**config.mk**
```make
export PLATFORM = sky130hd
export DESIGN_NAME = ntfs_run_list_decoder_flat
export DESIGN_NICKNAME = d
export VERILOG_FILES = /design/src/rld_pkg.sv /design/src/rld_req_if.sv /design/src/rld_rsp_if.sv /design/src/rld_core.sv /design/src/ntfs_run_list_decoder.sv /design/src/flat_wrapper.sv
export SDC_FILE = /design/constraint.sdc
export NUM_CORES = 1
export LEC_CHECK = 0
export BUFFER_PORTS_ARGS = -buffer_cell sky130_fd_sc_hd__clkbuf_2
export CAP_MARGIN = 30
export CELL_PAD_IN_SITES_DETAIL_PLACEMENT = 0
export CELL_PAD_IN_SITES_GLOBAL_PLACEMENT = 2
export CORE_MARGIN = 5
export CORE_UTILIZATION = 34
export CTS_CLUSTER_DIAMETER = 50
export DETAILED_ROUTE_END_ITERATION = 10
export PLACE_DENSITY = 0.84
export SETUP_SLACK_MARGIN = 0.2
export SLEW_MARGIN = 20
export SYNTH_ARGS = -nofsm -noshare
export SYNTH_HDL_FRONTEND = slang
export SYNTH_SLANG_ARGS = --single-unit
```
**constraint.sdc**
```tcl
create_clock -name clock -period 5.79 [get_ports clock]
set_clock_uncertainty 0.1 [all_clocks]
set_input_delay 0.579 -clock clock [delete_from_list [all_inputs] [get_ports clock]]
set_output_delay 0.579 -clock clock [all_outputs]
set_load 0.02 [all_outputs]
```
**src/rld_pkg.sv**
```systemverilog
`default_nettype none

package rld_pkg;

   // largest length or offset field that a header may announce
   localparam int unsigned MAX_FIELD_BYTES = 8;

   localparam int unsigned COUNT_WIDTH   = 64;
   localparam int unsigned CLUSTER_WIDTH = 63;

   typedef enum logic [1:0] {
      PH_HEADER,
      PH_COUNT,
      PH_DELTA,
      PH_DRAIN
   } phase_type;

   typedef enum logic [2:0] {
      ST_RUN,
      ST_END_OK,
      ST_END_EMPTY,
      ST_BAD_HEADER,
      ST_TRUNCATED,
      ST_ZERO_LENGTH,
      ST_OVERFLOW
   } status_type;

   typedef struct packed {
      logic [COUNT_WIDTH-1:0]   cluster_count;
      logic [CLUSTER_WIDTH-1:0] start_cluster;
      logic                     is_sparse;
      status_type               status;
      logic                     last;
   } rld_result_type;

endpackage

`default_nettype wire

```
**src/rld_req_if.sv**
```systemverilog
`default_nettype none

interface rld_req_if;

   logic       valid;
   logic       ready;
   logic [7:0] data_byte;
   logic       last_byte;

   modport source (output valid, output data_byte, output last_byte, input ready);
   modport sink   (input valid, input data_byte, input last_byte, output ready);

endinterface

`default_nettype wire

```
**src/rld_rsp_if.sv**
```systemverilog
`default_nettype none

interface rld_rsp_if import rld_pkg::*; ();

   logic                     valid;
   logic                     ready;
   logic [COUNT_WIDTH-1:0]   cluster_count;
   logic [CLUSTER_WIDTH-1:0] start_cluster;
   logic                     is_sparse;
   logic [2:0]               status;
   logic                     last;

   modport source (output valid, output cluster_count, output start_cluster,
                   output is_sparse, output status, output last, input ready);
   modport sink   (input valid, input cluster_count, input start_cluster,
                   input is_sparse, input status, input last, output ready);

endinterface

`default_nettype wire

```
**src/rld_core.sv**
```systemverilog
`default_nettype none

module rld_core import rld_pkg::*; (
   input  wire logic           clock,
   input  wire logic           reset,
   input  wire logic           step_en,
   input  wire logic [7:0]     data_byte,
   input  wire logic           last_byte,
   output logic                result_valid,
   output rld_result_type      result
);

   phase_type                phase_ff, phase_in;
   logic [3:0]               length_bytes_ff, length_bytes_in;
   logic [3:0]               offset_bytes_ff, offset_bytes_in;
   logic [3:0]               byte_index_ff, byte_index_in;
   logic [COUNT_WIDTH-1:0]   count_accum_ff, count_accum_in;
   logic [COUNT_WIDTH-1:0]   delta_accum_ff, delta_accum_in;
   logic [CLUSTER_WIDTH-1:0] current_cluster_ff, current_cluster_in;
   logic                     runs_seen_ff, runs_seen_in;

   logic [3:0]               hdr_len;
   logic [3:0]               hdr_off;
   logic [3:0]               index_next;
   logic [5:0]               byte_shift;
   logic [COUNT_WIDTH-1:0]   byte_placed;
   logic [COUNT_WIDTH-1:0]   count_next;
   logic [COUNT_WIDTH-1:0]   delta_next;
   logic [2:0]               off_top;
   logic                     delta_sign;
   logic [COUNT_WIDTH-1:0]   delta_ext;
   logic [COUNT_WIDTH:0]     cluster_sum;
   logic                     cluster_bad;
   logic                     do_finish;
   status_type               finish_status;
   logic                     do_complete;

   // byte placement into the little-endian accumulators
   assign hdr_len     = data_byte[3:0];
   assign hdr_off     = data_byte[7:4];
   assign index_next  = byte_index_ff + 4'd1;
   assign byte_shift  = {byte_index_ff[2:0], 3'b000};
   assign byte_placed = {{(COUNT_WIDTH-8){1'b0}}, data_byte} << byte_shift;
   assign count_next  = count_accum_ff | byte_placed;
   assign delta_next  = delta_accum_ff | byte_placed;

   // sign extension of the offset field above its top byte
   assign off_top    = 3'(offset_bytes_ff - 4'd1);
   assign delta_sign = delta_next[{off_top, 3'b111}];

   always_comb begin
      for (int k = 0; k < 8; k++) begin
         if (4'(k) >= offset_bytes_ff) begin
            delta_ext[k*8 +: 8] = {8{delta_sign}};
         end else begin
            delta_ext[k*8 +: 8] = delta_next[k*8 +: 8];
         end
      end
   end

   // new position: out of range when the 65-bit sum leaves 0..2^63-1
   assign cluster_sum = {2'b00, current_cluster_ff} + {delta_ext[COUNT_WIDTH-1], delta_ext};
   assign cluster_bad = cluster_sum[COUNT_WIDTH] | cluster_sum[COUNT_WIDTH-1];

   // per-byte step: gather the fields, decide completion or list end
   always_comb begin
      phase_in           = phase_ff;
      length_bytes_in    = length_bytes_ff;
      offset_bytes_in    = offset_bytes_ff;
      byte_index_in      = byte_index_ff;
      count_accum_in     = count_accum_ff;
      delta_accum_in     = delta_accum_ff;
      current_cluster_in = current_cluster_ff;
      runs_seen_in       = runs_seen_ff;
      do_finish          = 1'b0;
      finish_status      = ST_RUN;
      do_complete        = 1'b0;
      result_valid       = 1'b0;
      result             = '0;

      case (phase_ff)
         PH_HEADER: begin
            if (data_byte == 8'd0) begin
               do_finish     = 1'b1;
               finish_status = runs_seen_ff ? ST_END_OK : ST_END_EMPTY;
            end else if (hdr_len == 4'd0 || hdr_len > 4'(MAX_FIELD_BYTES) ||
                         hdr_off > 4'(MAX_FIELD_BYTES)) begin
               do_finish     = 1'b1;
               finish_status = ST_BAD_HEADER;
            end else begin
               length_bytes_in = hdr_len;
               offset_bytes_in = hdr_off;
               byte_index_in   = 4'd0;
               count_accum_in  = '0;
               delta_accum_in  = '0;
               phase_in        = PH_COUNT;
               if (last_byte) begin
                  do_finish     = 1'b1;
                  finish_status = ST_TRUNCATED;
               end
            end
         end
         PH_COUNT: begin
            count_accum_in = count_next;
            byte_index_in  = index_next;
            if (index_next >= length_bytes_ff && offset_bytes_ff == 4'd0) begin
               do_complete = 1'b1;
            end else begin
               if (index_next >= length_bytes_ff) begin
                  phase_in      = PH_DELTA;
                  byte_index_in = 4'd0;
               end
               if (last_byte) begin
                  do_finish     = 1'b1;
                  finish_status = ST_TRUNCATED;
               end
            end
         end
         PH_DELTA: begin
            delta_accum_in = delta_next;
            byte_index_in  = index_next;
            if (index_next >= offset_bytes_ff) begin
               do_complete = 1'b1;
            end else if (last_byte) begin
               do_finish     = 1'b1;
               finish_status = ST_TRUNCATED;
            end
         end
         default: begin
         end
      endcase

      // record complete: zero length, overflow or a run
      if (do_complete) begin
         if (count_accum_in == '0) begin
            do_finish     = 1'b1;
            finish_status = ST_ZERO_LENGTH;
         end else if (offset_bytes_ff != 4'd0 && cluster_bad) begin
            do_finish     = 1'b1;
            finish_status = ST_OVERFLOW;
         end else begin
            result_valid         = 1'b1;
            result.cluster_count = count_accum_in;
            result.status        = ST_RUN;
            result.last          = last_byte;
            if (offset_bytes_ff == 4'd0) begin
               result.is_sparse = 1'b1;
            end else begin
               current_cluster_in   = cluster_sum[CLUSTER_WIDTH-1:0];
               result.start_cluster = cluster_sum[CLUSTER_WIDTH-1:0];
            end
            runs_seen_in  = 1'b1;
            phase_in      = PH_HEADER;
            byte_index_in = 4'd0;
         end
      end

      // list end with a status
      if (do_finish) begin
         result_valid  = 1'b1;
         result        = '0;
         result.status = finish_status;
         result.last   = 1'b1;
         phase_in      = PH_DRAIN;
      end

      // end of buffer returns everything to its reset value
      if (last_byte && (do_finish || do_complete || phase_ff == PH_DRAIN)) begin
         phase_in           = PH_HEADER;
         length_bytes_in    = 4'd0;
         offset_bytes_in    = 4'd0;
         byte_index_in      = 4'd0;
         count_accum_in     = '0;
         delta_accum_in     = '0;
         current_cluster_in = '0;
         runs_seen_in       = 1'b0;
      end

      if (!step_en) begin
         result_valid = 1'b0;
      end
   end

   // decoder state
   always_ff @(posedge clock) begin
      if (reset) begin
         phase_ff           <= PH_HEADER;
         length_bytes_ff    <= 4'd0;
         offset_bytes_ff    <= 4'd0;
         byte_index_ff      <= 4'd0;
         count_accum_ff     <= '0;
         delta_accum_ff     <= '0;
         current_cluster_ff <= '0;
         runs_seen_ff       <= 1'b0;
      end else if (step_en) begin
         phase_ff           <= phase_in;
         length_bytes_ff    <= length_bytes_in;
         offset_bytes_ff    <= offset_bytes_in;
         byte_index_ff      <= byte_index_in;
         count_accum_ff     <= count_accum_in;
         delta_accum_ff     <= delta_accum_in;
         current_cluster_ff <= current_cluster_in;
         runs_seen_ff       <= runs_seen_in;
      end
   end

   // checks
   a_index_in_field: assert property (@(posedge clock) disable iff (reset)
      byte_index_ff <= 4'(MAX_FIELD_BYTES))
      else $error("byte index past the largest field");

   a_error_fields_zero: assert property (@(posedge clock) disable iff (reset)
      result_valid && result.status != ST_RUN |->
         result.cluster_count == '0 && result.start_cluster == '0 && !result.is_sparse)
      else $error("error result carries run fields");

   a_sparse_no_start: assert property (@(posedge clock) disable iff (reset)
      result_valid && result.is_sparse |-> result.start_cluster == '0)
      else $error("sparse run with a start cluster");

   a_drain_after_end: assert property (@(posedge clock) disable iff (reset)
      phase_ff == PH_DRAIN && $past(phase_ff) != PH_DRAIN |->
         $past(result_valid && result.last))
      else $error("drain entered without a final result");

endmodule

`default_nettype wire

```
**src/ntfs_run_list_decoder.sv**
```systemverilog
// an accepted byte passes the input register and then the result register before its result reaches rsp_bus
// throughput: one byte per cycle while rsp_bus.ready stays high
// the rate is set by one pass of the byte step (one 65-bit add) between
// the input register and the result register
// reset (synchronous, active high) empties both registers and returns the
// decoder to waiting for a header byte with a zero cluster position
`default_nettype none

module ntfs_run_list_decoder import rld_pkg::*; (
   input  wire logic clock,
   input  wire logic reset,
   rld_req_if.sink   req_bus,
   rld_rsp_if.source rsp_bus
);

   logic           in_valid_ff, in_valid_in;
   logic [7:0]     in_byte_ff;
   logic           in_last_ff;
   logic           out_valid_ff, out_valid_in;
   rld_result_type out_result_ff;
   logic           out_free;
   logic           step_fire;
   logic           step_valid;
   rld_result_type step_result;

   // handshake between input register, step and result register
   assign out_free      = !out_valid_ff || rsp_bus.ready;
   assign step_fire     = in_valid_ff && out_free;
   assign req_bus.ready = !in_valid_ff || out_free;

   assign in_valid_in  = req_bus.valid ? 1'b1 : (in_valid_ff && !step_fire);
   assign out_valid_in = step_fire ? step_valid : (out_valid_ff && !rsp_bus.ready);

   // input register
   always_ff @(posedge clock) begin
      if (reset) begin
         in_valid_ff <= 1'b0;
      end else if (req_bus.ready) begin
         in_valid_ff <= in_valid_in;
      end
   end

   always_ff @(posedge clock) begin
      if (req_bus.valid && req_bus.ready) begin
         in_byte_ff <= req_bus.data_byte;
         in_last_ff <= req_bus.last_byte;
      end
   end

   rld_core u_core (
      .clock        (clock),
      .reset        (reset),
      .step_en      (step_fire),
      .data_byte    (in_byte_ff),
      .last_byte    (in_last_ff),
      .result_valid (step_valid),
      .result       (step_result)
   );

   // result register
   always_ff @(posedge clock) begin
      if (reset) begin
         out_valid_ff <= 1'b0;
      end else begin
         out_valid_ff <= out_valid_in;
      end
   end

   always_ff @(posedge clock) begin
      if (step_fire && step_valid) begin
         out_result_ff <= step_result;
      end
   end

   assign rsp_bus.valid         = out_valid_ff;
   assign rsp_bus.cluster_count = out_result_ff.cluster_count;
   assign rsp_bus.start_cluster = out_result_ff.start_cluster;
   assign rsp_bus.is_sparse     = out_result_ff.is_sparse;
   assign rsp_bus.status        = out_result_ff.status;
   assign rsp_bus.last          = out_result_ff.last;

   // checks
   a_held_while_blocked: assert property (@(posedge clock) disable iff (reset)
      in_valid_ff && !out_free |=> in_valid_ff && $stable(in_byte_ff) && $stable(in_last_ff))
      else $error("input byte lost while the result register was full");

   a_result_from_step: assert property (@(posedge clock) disable iff (reset)
      !$past(out_valid_ff) && out_valid_ff |-> $past(step_fire && step_valid))
      else $error("result appeared without a step");

   a_no_step_when_full: assert property (@(posedge clock) disable iff (reset)
      out_valid_ff && !rsp_bus.ready |-> !step_fire)
      else $error("step fired into a full result register");

endmodule

`default_nettype wire

```
**src/flat_wrapper.sv**
```systemverilog
// flat-port wrapper written by rule: the top's interface ports become plain ports
module ntfs_run_list_decoder_flat import rld_pkg::*;
  (clock, reset, req_bus_valid, req_bus_data_byte, req_bus_last_byte, req_bus_ready, rsp_bus_valid, rsp_bus_cluster_count, rsp_bus_start_cluster, rsp_bus_is_sparse, rsp_bus_status, rsp_bus_last, rsp_bus_ready);
  rld_req_if req_bus_i ();
  rld_rsp_if rsp_bus_i ();
  input  wire logic clock;
  input  wire logic reset;
  input wire logic [$bits(req_bus_i.valid)-1:0] req_bus_valid;
  input wire logic [$bits(req_bus_i.data_byte)-1:0] req_bus_data_byte;
  input wire logic [$bits(req_bus_i.last_byte)-1:0] req_bus_last_byte;
  output wire logic [$bits(req_bus_i.ready)-1:0] req_bus_ready;
  output wire logic [$bits(rsp_bus_i.valid)-1:0] rsp_bus_valid;
  output wire logic [$bits(rsp_bus_i.cluster_count)-1:0] rsp_bus_cluster_count;
  output wire logic [$bits(rsp_bus_i.start_cluster)-1:0] rsp_bus_start_cluster;
  output wire logic [$bits(rsp_bus_i.is_sparse)-1:0] rsp_bus_is_sparse;
  output wire logic [$bits(rsp_bus_i.status)-1:0] rsp_bus_status;
  output wire logic [$bits(rsp_bus_i.last)-1:0] rsp_bus_last;
  input wire logic [$bits(rsp_bus_i.ready)-1:0] rsp_bus_ready;
  assign req_bus_i.valid = req_bus_valid;
  assign req_bus_i.data_byte = req_bus_data_byte;
  assign req_bus_i.last_byte = req_bus_last_byte;
  assign req_bus_ready = req_bus_i.ready;
  assign rsp_bus_valid = rsp_bus_i.valid;
  assign rsp_bus_cluster_count = rsp_bus_i.cluster_count;
  assign rsp_bus_start_cluster = rsp_bus_i.start_cluster;
  assign rsp_bus_is_sparse = rsp_bus_i.is_sparse;
  assign rsp_bus_status = rsp_bus_i.status;
  assign rsp_bus_last = rsp_bus_i.last;
  assign rsp_bus_i.ready = rsp_bus_ready;
  ntfs_run_list_decoder u_core (.clock(clock), .reset(reset), .req_bus(req_bus_i), .rsp_bus(rsp_bus_i));
endmodule
```
# After elaboration in Yosys (flattened, before gate mapping)

Cells that the tools add are included.

Flip-flop bits (word level): 349
Output and inout bits: 134
Word-level logic and storage cells: 169

$add $sub $neg: 3
$lt $le $gt $ge: 13
Eq/ne operators: 10
Shift operators: 1
Mux-type cells: 88
Bitwise logic cells: 4
Reduce and logical (&&, ||, !) cells: 33

Operators with widths:

| kind                                                             | number |
|---|---|
| two-way mux 64 bit                                               | 6 |
| two-way mux 63 bit                                               | 5 |
| one-hot mux 64 bit (2 select lines)                              | 2 |
| bitwise OR 64 bit                                                | 2 |
| two-way mux 4 bit                                                | 19 |
| adder 64 x 64 -> 65 bit                                          | 1 |
| zero test 64 bit                                                 | 1 |
| two-way mux 8 bit                                                | 8 |
| left shift 8 x 6 -> 64 bit                                       | 1 |
| two-way mux 1 bit                                                | 24 |
| two-way mux 3 bit                                                | 8 |
| two-way mux 2 bit                                                | 10 |
| greater-or-equal comparator 3 x 4 -> 1 bit, first input constant | 4 |
| one-hot mux 4 bit (3 select lines)                               | 1 |
| AND reduction 4 bit                                              | 3 |
| != test 2 x 1 -> 1 bit, second input constant                    | 5 |
| one-hot mux 3 bit (3 select lines)                               | 1 |
| greater-or-equal comparator 1 x 4 -> 1 bit, first input constant | 2 |
| greater-or-equal comparator 2 x 4 -> 1 bit, first input constant | 2 |
| greater-or-equal comparator 4 bit                                | 2 |
| greater-than comparator 4 bit, second input constant             | 2 |
| logical AND 1 bit                                                | 8 |
| zero test 4 bit                                                  | 2 |
| zero test 8 bit                                                  | 1 |
| 21 further kinds                                                 | 32 |

# Longest topological paths before layout

Word-level depth: 16
Gate-level depth with buffers: 24
Gate-level depth less buffers: 19

# Modules after synthesis

A second synthesis with hierarchy kept.

Cells, all modules: 1,985
Area, all modules: 18,723.0 um2

Modules (own cells, without submodules):

| module                | times used | cells each | area an instance (um2) | seq. area each (um2) |
|---|---|---|---|---|
| rld_core              | 1          | 1,833      | 14,382.5               | 4,124.0 |
| ntfs_run_list_decoder | 1          | 152        | 4,340.4                | 4,274.1 |

# Worst setup path after synthesis

No wires, ideal clock.

Kind: reg2reg
Start point: reg u_core.u_core.byte_index_ff[0]
End point: reg u_core.out_result_ff, in the netlist u_core.rsp_bus.cluster_count[0] (enable)
Setup time: 0.484 ns
Arrival time: 5.619 ns
Slack: -0.413 ns
Cell stages (with the launch flop): 14
Buffers on the path: 2
Cell sequence: dfxtp_1 > buf_2 > clkbuf_1 > nand3_1 > and2_1 > or2_2 > ha_1 > a2111oi_0 > or3_1 > a221o_1 > a21oi_1 > nor2_1 > o21ai_0 > inv_1

Word-level cells in the longest chain between the ends: 14

Ends and longest elaborated chain:

| what                                    | RTL line                    | RTL |
|---|---|---|
| from (decl)                             | rld_core.sv:16              | `logic [3:0] byte_index_ff, byte_index_in;` |
| from (signal assigned)                  | rld_core.sv:199             | `byte_index_ff <= byte_index_in;` |
| left shift 8 x 6 -> 64 bit              | rld_core.sv:43              | `assign byte_placed = {{(COUNT_WIDTH-8){1'b0}}, data_byte} << byte_shift;` |
| bitwise OR 64 bit                       | rld_core.sv:45              | `assign delta_next = delta_accum_ff \| byte_placed;` |
| binary-select mux 1 bit (select 3 bit)  | rld_core.sv:49              | `assign delta_sign = delta_next[{off_top, 3'b111}];` |
| two-way mux 1 bit (implied by the code) | rld_core.sv:49              |  |
| two-way mux 8 bit                       | rld_core.sv:53              | `if (4'(k) >= offset_bytes_ff) begin` |
| adder 64 x 64 -> 65 bit                 | rld_core.sv:62              | `assign cluster_sum = {2'b00, current_cluster_ff} + {delta_ext[COUNT_WIDTH-1], delta_ext};` |
| bitwise OR 1 bit                        | rld_core.sv:63              | `assign cluster_bad = cluster_sum[COUNT_WIDTH] \| cluster_sum[COUNT_WIDTH-1];` |
| logical AND 1 bit                       | rld_core.sv:138             | `end else if (offset_bytes_ff != 4'd0 && cluster_bad) begin` |
| two-way mux 1 bit                       | rld_core.sv:138             |  |
| two-way mux 1 bit                       | rld_core.sv:135             | `if (count_accum_in == '0) begin` |
| two-way mux 1 bit                       | rld_core.sv:134             | `if (do_complete) begin` |
| two-way mux 1 bit (*)                   | rld_core.sv:159             | `if (do_finish) begin` |
| two-way mux 1 bit (*)                   | rld_core.sv:179             | `if (!step_en) begin` |
| logical AND 1 bit (*)                   | ntfs_run_list_decoder.sv:70 | `if (step_fire && step_valid) begin` |
| to (signal assigned)                    | ntfs_run_list_decoder.sv:71 | `out_result_ff <= step_result;` |
| to (decl)                               | ntfs_run_list_decoder.sv:20 | `rld_result_type out_result_ff;` |

Mark *: on every way between the ends. The rest lies on a longest branch, timed or not. The select of a mux whose other input is x is not followed.
A chain may end at the register's enable or synchronous reset.

# Worst setup path after layout

Start point: reg u_core.in_byte_ff[7]
End point: reg u_core.out_result_ff, in the netlist u_core.rsp_bus.start_cluster[57], data pin

Word-level cells in the longest chain between the ends: 12

Ends and longest elaborated chain:

| what                                    | RTL line                    | RTL |
|---|---|---|
| from (decl)                             | ntfs_run_list_decoder.sv:17 | `logic [7:0] in_byte_ff;` |
| from (signal assigned)                  | ntfs_run_list_decoder.sv:45 | `in_byte_ff <= req_bus.data_byte;` |
| left shift 8 x 6 -> 64 bit              | rld_core.sv:43              |  |
| bitwise OR 64 bit                       | rld_core.sv:45              |  |
| binary-select mux 1 bit (select 3 bit)  | rld_core.sv:49              |  |
| two-way mux 1 bit (implied by the code) | rld_core.sv:49              |  |
| two-way mux 8 bit                       | rld_core.sv:53              |  |
| adder 64 x 64 -> 65 bit                 | rld_core.sv:62              |  |
| bitwise OR 1 bit                        | rld_core.sv:63              |  |
| logical AND 1 bit                       | rld_core.sv:138             |  |
| two-way mux 1 bit                       | rld_core.sv:138             |  |
| two-way mux 1 bit                       | rld_core.sv:135             |  |
| two-way mux 1 bit                       | rld_core.sv:134             |  |
| OR reduction 5 bit (no source line)     | --                          |  |

Several ways; a longest one is shown, not always the timed one. The select of a mux whose other input is x is not followed.

==> summary.txt <==
Synth
  • Synth warnings: 0
  • Async S/R FF share, synth: 0%
  • Post-synth top area share: 22.6%
  • Most used DFF post-synth: dfxtp_1
  • EDFF count, synth: 141
  • Post-synth top cells: nor2_1, dfxtp_1, a21oi_1
  • Mux contribution to synthesized area: 0.549%
  • Synth cell types: 83
  • Yosys top cell by area: edfxtp_1
  • Simple-gate share of the synthesized area: a little under a fifth
  • Sequential fraction of the synthesis area: 44.9%
  • Synthesized flop and latch total: 349
  • Post-synthesis adder-cell area fraction: under 10%
  • Post-Synth XOR/XNOR Area: just over 3%
  • Most frequent cell after synthesis: nor2_1
  • Average size of a mapped cell: about 8.9 um^2
  • Main combinational cell family by area after synthesis: compound AO/OA/AOI/OAI gates
  • Net Count, Synth: 2202
  • Post-Syn Instances: 2109
  • Complex-gate fraction of the synthesized area: 23.1%
  • Synth area leaders: edfxtp_1, dfxtp_1, nor2_1
  • Mapped Area: 18700 um^2

Routing
  • Via Count: 16684
  • Routed wire per std cell: 20.8 um
  • ANT nets after route: 0
  • DRT Wirelength: between 60 and 70 mm
  • Initial DRC count: 1523
  • Post-route DRC: 0
  • Vias per cell: 5.61
  • First-pass DRT Iterations: 6

Die
  • Die area: roughly 60000 um^2
  • Cell Rows: between 80 and 90
  • Die width: between 200 and 250 um
  • Total core area: 54800 um^2
  • Die height: about 240 um
  • Initial Util: 34.2%
  • Total I/O pin count: 147

Worst setup path
  • Critical setup path kind: reg2reg
  • Internal reg-to-reg setup slack: about 0.38 ns
  • Required time of the critical path: 6.02 ns
  • Critical path launch point type: flip-flop
  • Crit. End Element: flip-flop
  • WP data arrival: between 5 and 6 ns
  • Crit path max fanout: 8

Clock tree
  • Deepest clock path buffer count: 3
  • CTS root buffer: clkbuf_16
  • Hold buffer count at CTS: 0
  • Clock Sinks: 349
  • Clock slew at reported path FFs: 0.06 ns
  • Clock Latency Late Sink: 0.60 ns
  • H-tree Lvls: 2
  • CTS buffer count: 44
  • CTS tree: yes

Outcome
  • Status: finished clean

Place
  • Port-buffer cells: roughly 150
  • Placed cells: 2891
  • Post-DP HPWL: 44.9 mm
  • Placer congestion estimate: 0.905
  • Area after DPL: 20600 um^2

Run
  • Maxcap violations: 0

Global route
  • Global Route Usage Sum: 20.0%
  • Global-route wire length before repair: 96.2 mm
  • Total gr overflow: 0
  • Largest net degree at the start of global routing: 70
  • Initial antenna violation count: 0
  • Vias in the first global route: 16276

Cells and area
  • Share of cells above drive strength 1: 16.8%
  • Multi-input gate area: 9580 um^2
  • Fillers: about 5500
  • Nets: 2329
  • # diodes: 0
  • FF+latch area: approximately 8400 um^2
  • P&R area growth vs syn: 18.5%
  • Cell Count, Final, Fillers Out: slightly below 3000
  • Final Cell Area: 22200 um^2

Min path
  • Hold Path Class: in2reg

Timing
  • Slew Limit Fails: 0
  • RSZ-0062 raised after global routing: false
  • Setup TNS: 0 ns
  • Worst-Margin Slew: ~1.0 ns
  • Min cycle time layout: 5.41 ns
  • FMAX: 185 MHz
  • Final setup violation count: 0
  • Endpoints failing hold: 0
  • Hold Slack: 0.0756 ns
  • Tcrit/Tclk final: roughly 93%
  • Rel. slew slack: around a third

Pwr
  • Pleak: 8.52 nW
  • Power Dens Cells: about 280 nW/um^2
  • Max VDD drop: 0.000156 V
[worst max-delay path, stage by stage (launching register included)]
cell      delay, ns
edfxtp_1       0.35
and2_1         0.25
a31oi_1        0.17
mux4_2         0.47
a21o_1         0.21
and3_4         0.22
buf_4          0.16
a21oi_2        0.20
ha_1           0.29
a211oi_2       0.26
nor3_1         0.11
o31a_1         0.35
o41a_1         0.45
o31ai_1        0.27
buf_4          0.17
o21ba_2        0.21
a21oi_1        0.19
a221oi_1       0.36
xor2_1         0.27
nor2_1         0.08
[registers in the layout (all words and copies together) (netlist names), 2 cells and up]
register / count
u_core.rsp_bus.cluster_count: 64
u_core.u_core.count_accum_ff: 64
u_core.u_core.delta_accum_ff: 64
u_core.rsp_bus.start_cluster: 63
u_core.u_core.current_cluster_ff: 63
u_core.in_byte_ff: 8
u_core.u_core.byte_index_ff: 4
u_core.u_core.length_bytes_ff: 4
u_core.u_core.offset_bytes_ff: 4
u_core.rsp_bus.status: 3
u_core.u_core.phase_ff: 2
[placed cells by master (no fill, tap or decap), drive strengths merged, types with 4 or more instances in the layout]
cell type	instances
a21o	29
a211oi	55
nand2	113
inv	40
a22oi	141
xor2	28
xnor2	37
a221o	5
buf	112
a21oi	201
ha	79
clkinv	13
o21ai	63
nor3	38
a41oi	5
edfxtp	141
or4	5
clkbuf	201
nand2b	14
nand4	28
a31oi	37
a32oi	14
nor2	367
dfxtp	208
o22ai	4
or2	6
a221oi	4
o2111ai	7
nor2b	42
o21ba	4
o31ai	13
or3	7
and2	25
o21a	11
and3	50
o21bai	14
bufinv	4
nor4	19
nand3	26
o211ai	11
[cells by family after synthesis]
group / after synthesis
buffers and inverters: 210
adder cells (fa/ha/maj): 80
multiplexers: 7
AND/OR/NAND/NOR: 750
XOR/XNOR: 65
AO/OA/AOI/OAI: 648
flip-flops: 349
[per-stage QoR]
stage	setup WS, ns	util, %	power [mW]
2_1_floorplan	0.269	-	3.14
6_report	0.379	40.5	6.11
5_1_grt	0.188	40.5	6.35
4_1_cts	0.202	40.3	6.19
3_5_place_dp	0.249	37.6	3.38
3_3_place_gp	0.374	37.6	3.38
[metal layers]
| layer | vias up | track usage [%] | share of wire, % |
|---|---|---|---|
| met3 | 105 | 2.44 | 4.8 |
| li1 | 7993 | - | - |
| met1 | 8099 | 27.0 | 45 |
| met5 | - | 0 | 0 |
| met4 | 0 | 6.01 | 2.8 |
| met2 | 487 | 33.7 | 48 |
[report_power, final]
part	switching [mW]	internal (mW)
Combinational	0.474	0.199
Clock	1.13	1.65
Sequential	0.0378	2.63
[what timing repair did]
action / CTS / global route
setup endpoints to repair: 0 / 202
gates resized for setup: 0 / 20
buffers inserted: 0 / 2
[final timing paths]
kind                                                            from                              endpoint  depth (start not counted)
worst max-delay path                            u_core.in_byte_ff[7]      u_core.rsp_bus.start_cluster[57]                         19
worst min-delay path                            req_bus_data_byte[2]                  u_core.in_byte_ff[2]                          1
worst max register to register                  u_core.in_byte_ff[7]      u_core.rsp_bus.start_cluster[57]                         19
worst min register to register  u_core.u_core.current_cluster_ff[52]  u_core.u_core.current_cluster_ff[52]                          2
[cell type report]
type,instances,share of cell area (%)
timing repair buffer,258,7.70
tap,704,3.97
inverter,33,0.576
clock buffer,55,5.33
multi-input combinational,1550,43.2
sequential,349,37.9
clock inverter,27,1.34
(Power assumes the default switching activity.)
